$ cat src/rtl/assert_macros.svh
// assertion helpers, clocked on the block clock
`ifndef ASSERT_MACROS_SVH
`define ASSERT_MACROS_SVH

// checked outside reset only
`define AMS_ASSERT(lbl, prop, msg) \
   lbl: assert property (@(posedge clock) disable iff (reset) prop) else $error(msg);

// checked on every edge, reset included
`define AMS_ASSERT_ALWAYS(lbl, prop, msg) \
   lbl: assert property (@(posedge clock) prop) else $error(msg);

`endif

$ cat src/rtl/ams_pkg.sv
package ams_pkg;

   localparam int WINDOW      = 10;
   localparam int NUM_AXES    = 3;
   localparam int SAMPLE_W    = 13;
   localparam int ACCEL_W     = 16;
   localparam int OFFSET_W    = 13;

   localparam int SLOT_W      = (WINDOW > 1) ? $clog2(WINDOW) : 1;
   localparam int SUM_W       = SAMPLE_W + $clog2(WINDOW);
   localparam int MAG_W       = SUM_W;
   localparam int RECIP_W     = MAG_W + 1;
   localparam logic [RECIP_W-1:0] RECIP = RECIP_W'((1 << MAG_W) / WINDOW);

   localparam int SCALE_MUL_W = 11;
   localparam logic signed [SCALE_MUL_W-1:0] SCALE_MUL = 11'sd1000;
   localparam int SCALE_SHIFT = 8;
   localparam int PROD_W      = SAMPLE_W + 1 + SCALE_MUL_W;

   localparam int REQ_DATA_W  = ((NUM_AXES * SAMPLE_W + 7) / 8) * 8;
   localparam int RSP_BITS    = NUM_AXES * (SAMPLE_W + ACCEL_W);
   localparam int RSP_DATA_W  = ((RSP_BITS + 7) / 8) * 8;
   localparam int CSR_ADDR_W  = 2;

   typedef enum logic [CSR_ADDR_W-1:0] {
      CSR_OFFSET_X = 2'd0,
      CSR_OFFSET_Y = 2'd1,
      CSR_OFFSET_Z = 2'd2
   } csr_index_type;

   typedef logic signed [SAMPLE_W-1:0] sample_type;
   typedef logic signed [OFFSET_W-1:0] offset_type;
   typedef logic signed [ACCEL_W-1:0]  accel_type;

   // stage load strobes shared by all lanes
   typedef struct packed {
      logic load_a;
      logic load_b;
      logic load_c;
   } lane_ctl_type;

endpackage

$ cat src/rtl/ams_lane.sv
module ams_lane (
   input  logic                        clock,
   input  logic                        reset,
   input  ams_pkg::lane_ctl_type       ctl,
   input  logic [ams_pkg::SLOT_W-1:0]  slot,
   input  ams_pkg::sample_type         sample,
   output ams_pkg::sample_type         mean
);

   localparam int T_W = ams_pkg::SUM_W + 2;
   localparam int MW  = ams_pkg::MAG_W;

   ams_pkg::sample_type ring_ff [ams_pkg::WINDOW];
   logic signed [ams_pkg::SUM_W-1:0] sum_ff, sum_in;
   logic signed [ams_pkg::SUM_W-1:0] old_ext, new_ext;

   logic [T_W-1:0]  t_val, t_rnd;
   logic [T_W-2:0]  q1, q1_mag;
   logic            neg_in, neg_ff;
   logic [MW-1:0]   mag_in, mag_ff;
   logic [MW+ams_pkg::RECIP_W-1:0] prod;
   logic [MW-1:0]   qe_in, qe_ff;

   logic [MW-1:0]   rem, quot;
   logic [MW-1:0]   mean_mag;
   ams_pkg::sample_type mean_in, mean_ff;

   // ring update and running sum, this is stage a
   assign old_ext = ams_pkg::SUM_W'(ring_ff[slot]);
   assign new_ext = ams_pkg::SUM_W'(sample);
   assign sum_in  = sum_ff - old_ext + new_ext;

   always_ff @(posedge clock) begin
      if (reset) begin
         for (int i = 0; i < ams_pkg::WINDOW; i++) begin
            ring_ff[i] <= '0;
         end
         sum_ff <= '0;
      end else if (ctl.load_a) begin
         ring_ff[slot] <= sample;
         sum_ff        <= sum_in;
      end
   end

   // (2*sum + n) / 2 truncated toward zero, then reciprocal estimate of / n
   always_comb begin
      t_val  = {sum_ff[ams_pkg::SUM_W-1], sum_ff, 1'b0} + T_W'(ams_pkg::WINDOW);
      neg_in = t_val[T_W-1];
      t_rnd  = t_val + T_W'(neg_in);
      q1     = t_rnd[T_W-1:1];
      q1_mag = neg_in ? (~q1 + 1'b1) : q1;
      mag_in = q1_mag[MW-1:0];
      prod   = mag_in * ams_pkg::RECIP;
      qe_in  = prod[MW +: MW];
   end

   always_ff @(posedge clock) begin
      if (ctl.load_b) begin
         neg_ff <= neg_in;
         mag_ff <= mag_in;
         qe_ff  <= qe_in;
      end
   end

   // estimate is low by at most one
   always_comb begin
      rem      = mag_ff - MW'(qe_ff * MW'(ams_pkg::WINDOW));
      quot     = (rem >= MW'(ams_pkg::WINDOW)) ? qe_ff + 1'b1 : qe_ff;
      mean_mag = neg_ff ? (~quot + 1'b1) : quot;
      mean_in  = mean_mag[ams_pkg::SAMPLE_W-1:0];
   end

   always_ff @(posedge clock) begin
      if (ctl.load_c) begin
         mean_ff <= mean_in;
      end
   end

   assign mean = mean_ff;

endmodule

$ cat src/rtl/ams_merge.sv
module ams_merge (
   input  logic                              clock,
   input  logic                              load,
   input  ams_pkg::sample_type               mean   [ams_pkg::NUM_AXES],
   input  ams_pkg::offset_type               offset [ams_pkg::NUM_AXES],
   output logic [ams_pkg::RSP_DATA_W-1:0]    data
);

   localparam int SW = ams_pkg::SAMPLE_W;
   localparam int AW = ams_pkg::ACCEL_W;
   localparam int NA = ams_pkg::NUM_AXES;

   logic signed [SW:0]                  diff  [NA];
   logic signed [ams_pkg::PROD_W-1:0]   prod  [NA];
   logic signed [ams_pkg::PROD_W-1:0]   prod_r[NA];
   ams_pkg::accel_type                  accel_in [NA];
   ams_pkg::accel_type                  accel_ff [NA];
   ams_pkg::sample_type                 mean_ff  [NA];

   // subtract offset, scale by 1000/256 truncating toward zero
   always_comb begin
      for (int a = 0; a < NA; a++) begin
         diff[a]     = {mean[a][SW-1], mean[a]} - {offset[a][SW-1], offset[a]};
         prod[a]     = diff[a] * ams_pkg::SCALE_MUL;
         prod_r[a]   = prod[a] + $signed({{(ams_pkg::PROD_W - ams_pkg::SCALE_SHIFT){1'b0}},
                       {ams_pkg::SCALE_SHIFT{prod[a][ams_pkg::PROD_W-1]}}});
         accel_in[a] = prod_r[a][ams_pkg::SCALE_SHIFT +: AW];
      end
   end

   always_ff @(posedge clock) begin
      if (load) begin
         for (int a = 0; a < NA; a++) begin
            mean_ff[a]  <= mean[a];
            accel_ff[a] <= accel_in[a];
         end
      end
   end

   always_comb begin
      data = '0;
      for (int a = 0; a < NA; a++) begin
         data[a*SW +: SW]           = mean_ff[a];
         data[NA*SW + a*AW +: AW]   = accel_ff[a];
      end
   end

endmodule

$ cat src/rtl/accel_moving_average_scale.sv
// channel  dir  tdata fields (lowest bit up)                  handshake
// req      in   sample_x, sample_y, sample_z (13b each)        req_tvalid/req_tready
// rsp      out  mean_x/y/z (13b), accel_x/y/z (16b)            rsp_tvalid/rsp_tready
// csr      in   offset_x/y/z at index 0..2 (13b)               csr_we
//
// one word per cycle while rsp_tready holds; valid flows a, b, c, d into rsp_tvalid
// pipeline: ring and running sum, reciprocal multiply, divide fix-up,
// offset and scale multiply into the output register
// each stage holds independently, so gaps close up under a stalled output
// synchronous reset clears the rings, sums, write slot, offsets and valids
`include "assert_macros.svh"

module accel_moving_average_scale (
   input  logic                                 clock,
   input  logic                                 reset,
   input  logic                                 req_tvalid,
   output logic                                 req_tready,
   input  logic [ams_pkg::REQ_DATA_W-1:0]       req_tdata,  // sample_x, sample_y, sample_z
   output logic                                 rsp_tvalid,
   input  logic                                 rsp_tready,
   output logic [ams_pkg::RSP_DATA_W-1:0]       rsp_tdata,  // mean_x/y/z, accel_x/y/z
   input  logic                                 csr_we,
   input  logic [ams_pkg::CSR_ADDR_W-1:0]       csr_addr,
   input  logic [ams_pkg::OFFSET_W-1:0]         csr_wdata
);

   localparam int NA = ams_pkg::NUM_AXES;

   logic valid_a_ff, valid_b_ff, valid_c_ff, valid_d_ff;
   logic adv_a, adv_b, adv_c, adv_d;
   logic accept;
   ams_pkg::lane_ctl_type ctl;

   logic [ams_pkg::SLOT_W-1:0] slot_ff, slot_in;
   ams_pkg::offset_type offset_ff [NA];
   ams_pkg::sample_type mean [NA];

   // each stage loads when empty or when the next one moves
   assign adv_d  = !valid_d_ff || rsp_tready;
   assign adv_c  = !valid_c_ff || adv_d;
   assign adv_b  = !valid_b_ff || adv_c;
   assign adv_a  = !valid_a_ff || adv_b;
   assign req_tready = adv_a;
   assign accept = req_tvalid && adv_a;

   assign ctl.load_a = accept;
   assign ctl.load_b = adv_b;
   assign ctl.load_c = adv_c;

   always_ff @(posedge clock) begin
      if (reset) begin
         valid_a_ff <= 1'b0;
         valid_b_ff <= 1'b0;
         valid_c_ff <= 1'b0;
         valid_d_ff <= 1'b0;
      end else begin
         if (adv_a) valid_a_ff <= req_tvalid;
         if (adv_b) valid_b_ff <= valid_a_ff;
         if (adv_c) valid_c_ff <= valid_b_ff;
         if (adv_d) valid_d_ff <= valid_c_ff;
      end
   end

   assign slot_in = (slot_ff == ams_pkg::SLOT_W'(ams_pkg::WINDOW - 1)) ?
                    '0 : slot_ff + 1'b1;

   always_ff @(posedge clock) begin
      if (reset) begin
         slot_ff <= '0;
      end else if (accept) begin
         slot_ff <= slot_in;
      end
   end

   always_ff @(posedge clock) begin
      if (reset) begin
         for (int a = 0; a < NA; a++) begin
            offset_ff[a] <= '0;
         end
      end else if (csr_we) begin
         unique case (csr_addr)
            ams_pkg::CSR_OFFSET_X: offset_ff[0] <= csr_wdata;
            ams_pkg::CSR_OFFSET_Y: offset_ff[1] <= csr_wdata;
            ams_pkg::CSR_OFFSET_Z: offset_ff[2] <= csr_wdata;
            default: ;
         endcase
      end
   end

   for (genvar g = 0; g < NA; g++) begin : g_lane
      ams_lane u_lane (
         .clock  (clock),
         .reset  (reset),
         .ctl    (ctl),
         .slot   (slot_ff),
         .sample (req_tdata[g*ams_pkg::SAMPLE_W +: ams_pkg::SAMPLE_W]),
         .mean   (mean[g])
      );
   end

   ams_merge u_merge (
      .clock  (clock),
      .load   (adv_d),
      .mean   (mean),
      .offset (offset_ff),
      .data   (rsp_tdata)
   );

   assign rsp_tvalid = valid_d_ff;

   `AMS_ASSERT(a_ready_when_out_free, !rsp_tvalid |-> req_tready, "pipeline blocked with empty output")
   `AMS_ASSERT(a_slot_range, slot_ff <= ams_pkg::SLOT_W'(ams_pkg::WINDOW - 1), "write slot out of range")
   `AMS_ASSERT(a_accept_fills, req_tvalid && req_tready |=> valid_a_ff, "accepted word lost at entry")
   `AMS_ASSERT_ALWAYS(a_reset_clears, reset |=> !rsp_tvalid, "output valid after reset")

endmodule
$ cat config.mk
export PLATFORM = sky130hd
export DESIGN_NAME = accel_moving_average_scale
export DESIGN_NICKNAME = d
export VERILOG_FILES = /design/src/rtl/ams_pkg.sv /design/src/rtl/ams_lane.sv /design/src/rtl/ams_merge.sv /design/src/rtl/accel_moving_average_scale.sv
export VERILOG_INCLUDE_DIRS = /design/src /design/src/rtl
export SDC_FILE = /design/constraint.sdc
export NUM_CORES = 2
export LEC_CHECK = 0
export ABC_CLOCK_PERIOD_IN_PS = 9000
export BUFFER_PORTS_ARGS = -buffer_cell sky130_fd_sc_hd__clkbuf_2
export CAP_MARGIN = 20
export CORE_UTILIZATION = 60
export CTS_BUF_LIST = sky130_fd_sc_hd__clkbuf_8
export DETAILED_ROUTE_END_ITERATION = 12
export MAX_ROUTING_LAYER = met4
export PLACE_DENSITY = 0.8
export RECOVER_POWER = 50
export SYNTH_ARGS = -nofsm -noshare
export SYNTH_HDL_FRONTEND = slang
export SYNTH_SLANG_ARGS = --single-unit
$ cat constraint.sdc
create_clock -name clock -period 9 [get_ports clock]
set_clock_uncertainty 0.1 [all_clocks]
set_input_delay 0.9 -clock clock [delete_from_list [all_inputs] [get_ports clock]]
set_output_delay 0.9 -clock clock [all_outputs]
set_load 0.01 [all_outputs]
# After elaboration in Yosys (flattened, before gate mapping)
# Memory sizes are Yosys's and may differ from the RTL's. A register that Yosys moved wholly into a read port is not among the register bits.
# Index checks and enable logic that the tools add are counted.
# W data, S select, Z words.
classes:
  n_mux: 32
  magnitude_cmp: 3
  n_reduce_logical: 16
  multipliers: 9
  bitwise_logic: 6
  addsub: 31
  eq_ne: 3
op_table:
  columns: ["op", "n"]
  rows:
  - ["$mux W13", 9]
  - ["$mul A17 B14 Y31 const B", 3]
  - ["$add A13 B1 Y13 const B", 6]
  - ["$add A24 B9 Y24", 3]
  - ["$mul A14 B8 Y22 const B", 3]
  - ["$add A18 B5 Y19 const B", 3]
  - ["$add A18 B1 Y18", 3]
  - ["$add A17 B1 Y17 const B", 3]
  - ["$add A17 B13 Y17", 3]
  - ["$ge A17 B4 Y1 const B", 3]
  - ["$mux W17", 3]
  - ["$not A17 Y17", 3]
  - ["$sub A17 B13 Y17", 3]
  - ["$sub A17 B17 Y17", 3]
  - ["$mul A14 B3 Y16 const B", 3]
  - ["$sub A13 B13 Y14", 3]
  - ["$mux W4", 10]
  - ["$not A13 Y13", 3]
  - ["$reduce_or A13 Y1", 3]
  - ["$mux W1", 10]
  - ["$reduce_and A2 Y1", 3]
  - ["$add A4 B1 Y4 const B", 1]
  - ["$eq A4 B4 Y1 const B", 1]
  - ["$logic_not A1 Y1", 4]
  - ["other kinds (5)", 8]
word_totals:
  register_bits: 233
  mem_count: 5
  ram_bits: 477
memory_table:
  columns: ["name", "depth", "word_bits", "rd", "rd_clocked_by_memory_dff", "wr", "line_no", "rtl"]
  rows:
  - ["g_lane[0].u_lane.ring_ff", 10, 13, 1, 1, 10, "ams_lane.sv:13", "ams_pkg::sample_type ring_ff [ams_pkg::WINDOW];"]
  - ["g_lane[1].u_lane.ring_ff", 10, 13, 1, 1, 10, "ams_lane.sv:13", null]
  - ["g_lane[2].u_lane.ring_ff", 10, 13, 1, 1, 10, "ams_lane.sv:13", null]
  - ["u_merge.accel_ff", 3, 16, 3, 0, 3, "ams_merge.sv:17", "ams_pkg::accel_type accel_ff [NA];"]
  - ["u_merge.mean_ff", 3, 13, 3, 0, 3, "ams_merge.sv:18", "ams_pkg::sample_type mean_ff [NA];"]

# Longest topological paths before layout
logic_depth:
  ltp_word: 11
  depth_mapped: 39

# Modules after synthesis
# A second synthesis with hierarchy kept.
unflattened:
  hier_cells: 6498
  hier_area_um2: 71643.7
by_module_without_submodules:
  columns: ["mod", "cells_each", "seq_area_each_um2", "instances", "area_each_um2"]
  rows:
  - ["ams_lane (g_lane[2].u_lane)", 1648, 7907.6, 1, 19002.0]
  - ["ams_lane (g_lane[1].u_lane)", 1584, 7907.6, 1, 18716.7]
  - ["ams_lane (g_lane[0].u_lane)", 1549, 7907.6, 1, 18532.8]
  - ["ams_merge", 1502, 2612.5, 1, 13666.9]
  - ["accel_moving_average_scale", 215, 940.9, 1, 1725.4]

# Least setup slack after synthesis
# OpenSTA, ideal clock, no wires.
synth_timing:
  path_kind: "flip-flop to flip-flop"
  start: "register g_lane[2].u_lane.mean_ff[0]"
  end: "memory u_merge.accel_ff[0][47] in the netlist's numbering (data pin)"
  t_arrival_ns: 8.491
  required_time_ns: 8.636
  n_path_buf: 0
  path_stages_with_launch: 38
  setup_time_ns: 0.264
  setup_slack_ns: 0.145
  cell_sequence: "edfxtp_1 > inv_1 > ha_1 > fa_1 > nor2b_1 > o21ai_0 > a21boi_0 > o21ai_0 > a21boi_0 > o21ai_0 > a21boi_0 > o21ai_0 > nand2_1 > xor2_1 > inv_1 > fa_1 > fa_1 > inv_1 > [... 2 more ...] > fa_1 > inv_1 > ha_1 > and4_1 > or3b_2 > a31oi_1 > o21ai_0 > a21oi_1 > xnor2_1 > ha_1 > and4_1 > nand2_1 > a2111oi_0 > and4b_1 > o21ai_1 > nand4_1 > nor4_1 > xnor2_1"
synth_rtl:
  columns: ["element", "line_no", "rtl"]
  rows:
  - ["from (decl)", "ams_lane.sv:26", "ams_pkg::sample_type mean_in, mean_ff;"]
  - ["from (signal assigned)", "ams_lane.sv:75", "mean_ff <= mean_in;"]
  - ["to (decl)", "ams_merge.sv:17", null]

==> summary.md <==
| Metric | Value |
|---|---|
| Drt wl/cell | 20.16 um |
| Post-synthesis sequential area ratio | 38.75% |
| Top cell type by total area after synthesis | edfxtp_1 |
| Post-Syn Instances | 6,404 |
| Post-DRT Antenna Nets | 0 |
| Setup Viol. Count Final | 0 |
| Clk root buf | clkbuf_8 |
| # port buffers | 147 |
| Layout cell share with drive strength beyond 1 | a little over a tenth |
| Startpoint Class | flip-flop |
| Number of remaining DRC errors | 0 |
| GP Congestion | about 0.94 |
| Slew of the pin with the lowest slew margin | 4.436 ns |
| H-tree depth | 4 |
| Flop2flop setup slack | 0.37 ns |
| CP Data Arrival Time | 9.18 ns |
| Post-Synth Adder-Cell Area | between 20% and 30% |
| Via count | between 40,000 and 50,000 |
| Via/cell ratio | a little under 6 |
| Worst setup EP type | flip-flop |
| Syn nets | approximately 7,600 |
| Largest family of logic cells by synthesized area | adder cells |
| Most area-consuming cells after synthesis | edfxtp_1 (36%), ha_1 (13%), fa_1 (11%) |
| Core area | 0.1164 mm2 |
| DP Wirelength | around 120 mm |
| Slew Limit Fails | 380 |
| Multi-input logic area | 0.03896 mm2 |
| Max frequency | 0.1159 GHz |
| Clock Latency Late Sink | 0.92 ns |
| Synth Area in Simple Gates | 10.60% |
| Post-synth EDFFs | 843 |
| Failing checks | capacitance limit, slew limit |
| Synth cell types | 87 |
| Die ar. | 0.1190 mm2 |
| Min cycle time layout | about 8.6 ns |
| Synth Area in Compound Gates | 6.925% |
| Top post-synthesis cells by count | inv_1 (1,073), edfxtp_1 (843), ha_1 (748) |
| Average size of a mapped cell | 11.02 um2 |
| Status | finished with violations |
| Critical Path Fanout Max | 4 |
| Ys async rst share | 0% |
| Hold Vio Cnt, Final | 0 |
| Pre-antenna DRT Iters | 8 |
| GRT Total Usage | around 30% |
| Critical R2R Launch | g_lane[2].u_lane.mean[0]$_DFFE_PP_ |
| Area growth, synth to finish | 9.170% |
| Initial antenna violation count | 6 |
| WP data required | 9.55 ns |
| Cts bufs inserted | 156 |
| Largest net degree at the start of global routing | between 80 and 90 |
| Rows | 125 |
| Hold-fix buffers, CTS | 0 |
| Reg clk slew, reported paths | 0.06 ns |
| Fill count | 8,627 |
| Ys flop type | edfxtp_1 |
| YS warnings | 0 |
| IO Pins | 150 |
| 1st-iter DRT viols | ~3,900 |
| Final wirelength | 168.1 mm |
| Synthesized area | 0.07060 mm2 |
| Mux contribution to synthesized area | 6.575% |
| First-pass GRT wire length | roughly 270 mm |
| Die height | roughly 350 um |
| CTS tree | yes |
| Worst Reg-to-Reg Cells | 40 |
| Crit-path slowest cell | fa_1 |
| Longest Clk Path Bufs | 3 |
| Initial cell density of the core | 60.67% |
| Nets@finish | 7,907 |
| Crit path largest cell delay | 0.58 ns |
| Vias in the first global route | 49,993 |
| HP Class | in2reg |
| Final setup margin | around 0.37 ns |
| Synth top area share | 35.86% |
| Post-Synth XOR/XNOR Area | 5.654% |
| Flops & latches, synth | 945 |
| Rel. slew slack | -195.7% |
| Worst setup path start | g_lane[2].u_lane.mean[0]$_DFFE_PP_ |
| Area taken by flip-flops and latches | 0.02737 mm2 |
| Critical setup path kind | reg2reg |
| CP dominant cell by count | o21ai_2 |
| Worst R2R End | u_merge.accel_ff[0][45]$_DFFE_PP_ |
| Most frequent cell after synthesis | inv_1 |
| Post-Place Worst Slack | -0.3632 ns |
| CP endpoint | u_merge.accel_ff[0][45]$_DFFE_PP_ |
| Clock sink total | 945 |
| Fin crit share | 95.88% |
| Max-cap viol count | 7 |
| Die W | ~350 um |
| Overflow after GRT | 0 |
==> what timing repair did <==
action | 4_1_cts | 5_1_grt
setup buffers | 3 | 9
pin swaps | 6 | 23
endpoints found under the setup margin | 27 | 53
gates resized for setup | 14 | 63
==> placed cells by master (no fill, tap or decap), drive strengths merged, types with 100 or more instances in the layout <==
cell	instances
a21oi	247
buf	145
clkbuf	320
dfxtp	102
edfxtp	843
fa	405
ha	748
inv	1128
mux4	195
nand2	438
nand3	100
nor2	540
nor3	142
o21ai	171
xnor2	308
xor2	146
==> critical path: cells and delay by family, from the launching register on <==
kind | cells | cell delay (ns)
AOI/OAI and AO/OA | 13 | 1.95
xor gates and xnor gates | 3 | 0.39
adders and majority gates | 8 | 2.89
buffers and inverters | 6 | 0.57
DFF | 1 | 0.42
and+or+nand+nor | 10 | 2.03
==> state kept, by name (all words and copies together) (netlist names), 39 cells and up, named ones only <==
register               flops
g_lane.u_lane.mag_ff      48
g_lane.u_lane.qe_ff       42
g_lane.u_lane.mean        39
g_lane.u_lane.sum_ff      51
offset_ff                 39
u_merge.mean_ff           39
u_merge.accel_ff          48
g_lane.u_lane.ring_ff    624
==> cells by family (layout without fill, tap and decap cells) <==
family,Yosys count,in the layout
mux,219,219
fa+ha+maj,1161,1161
compound gates,770,770
simple gates,1608,1608
other cells,1,11
buf+inv,1246,1650
xor+xnor,454,454
flops,945,945
==> layer usage <==
| metal | wire length, um | share of wire [%] | track usage (%) | vias up |
|---|---|---|---|---|
| met3 | 14490 | 8.6 | 5.639 | 509 |
| met4 | 7630 | 4.5 | 13.05 | 0 |
| met5 | 0 | 0 | - | - |
| li1 | - | - | - | 22658 |
| met2 | 80670 | 48 | 47.88 | 2078 |
| met1 | 65350 | 39 | 35.63 | 23661 |
==> area by class of cell <==
type | count | share of cell area, %
antenna | 10 | 0.03247
inverter | 1074 | 5.237
timing repair buffer | 304 | 2.299
tap | 1524 | 2.474
multi-input combinational | 4213 | 50.56
sequential | 945 | 35.52
clock buffer | 161 | 2.875
clock inverter | 111 | 1.010
==> worst min-delay path by stage <==
stage / startpoint / to / depth (start not counted)
2_1_floorplan: valid_a_ff$_SDFFE_PP0N_ / valid_b_ff$_SDFFE_PP0P_ / 2
3_3_place_gp: g_lane[1].u_lane.mean[0]$_DFFE_PP_ / u_merge.mean_ff[0][13]$_DFFE_PP_ / 0
3_5_place_dp: g_lane[1].u_lane.mean[0]$_DFFE_PP_ / u_merge.mean_ff[0][13]$_DFFE_PP_ / 0
4_1_cts: req_tvalid / valid_a_ff$_SDFFE_PP0N_ / 3
5_1_grt: req_tvalid / valid_a_ff$_SDFFE_PP0N_ / 3
6_report: req_tvalid / valid_a_ff$_SDFFE_PP0N_ / 3
==> through the flow <==
stage                     hold WS (ns)  TNS, ns  area [um2]  std cells  util, %
after floorplan                 0.3258        0       70600       6404        -
after global placement          0.3351   -1.009       73850       8048    63.47
after detailed placement        0.3418   -5.546       73850       8048    63.47
after CTS                      0.09528        0       76910       8323    66.09
after global routing            0.1561  -0.2386       77060       8340    66.23
final                           0.1822        0       77070       8342    66.23
Power is left out: the tool's default activity adds up to more than one toggle a clock period on the data nets, which glitch-free logic cannot reach.
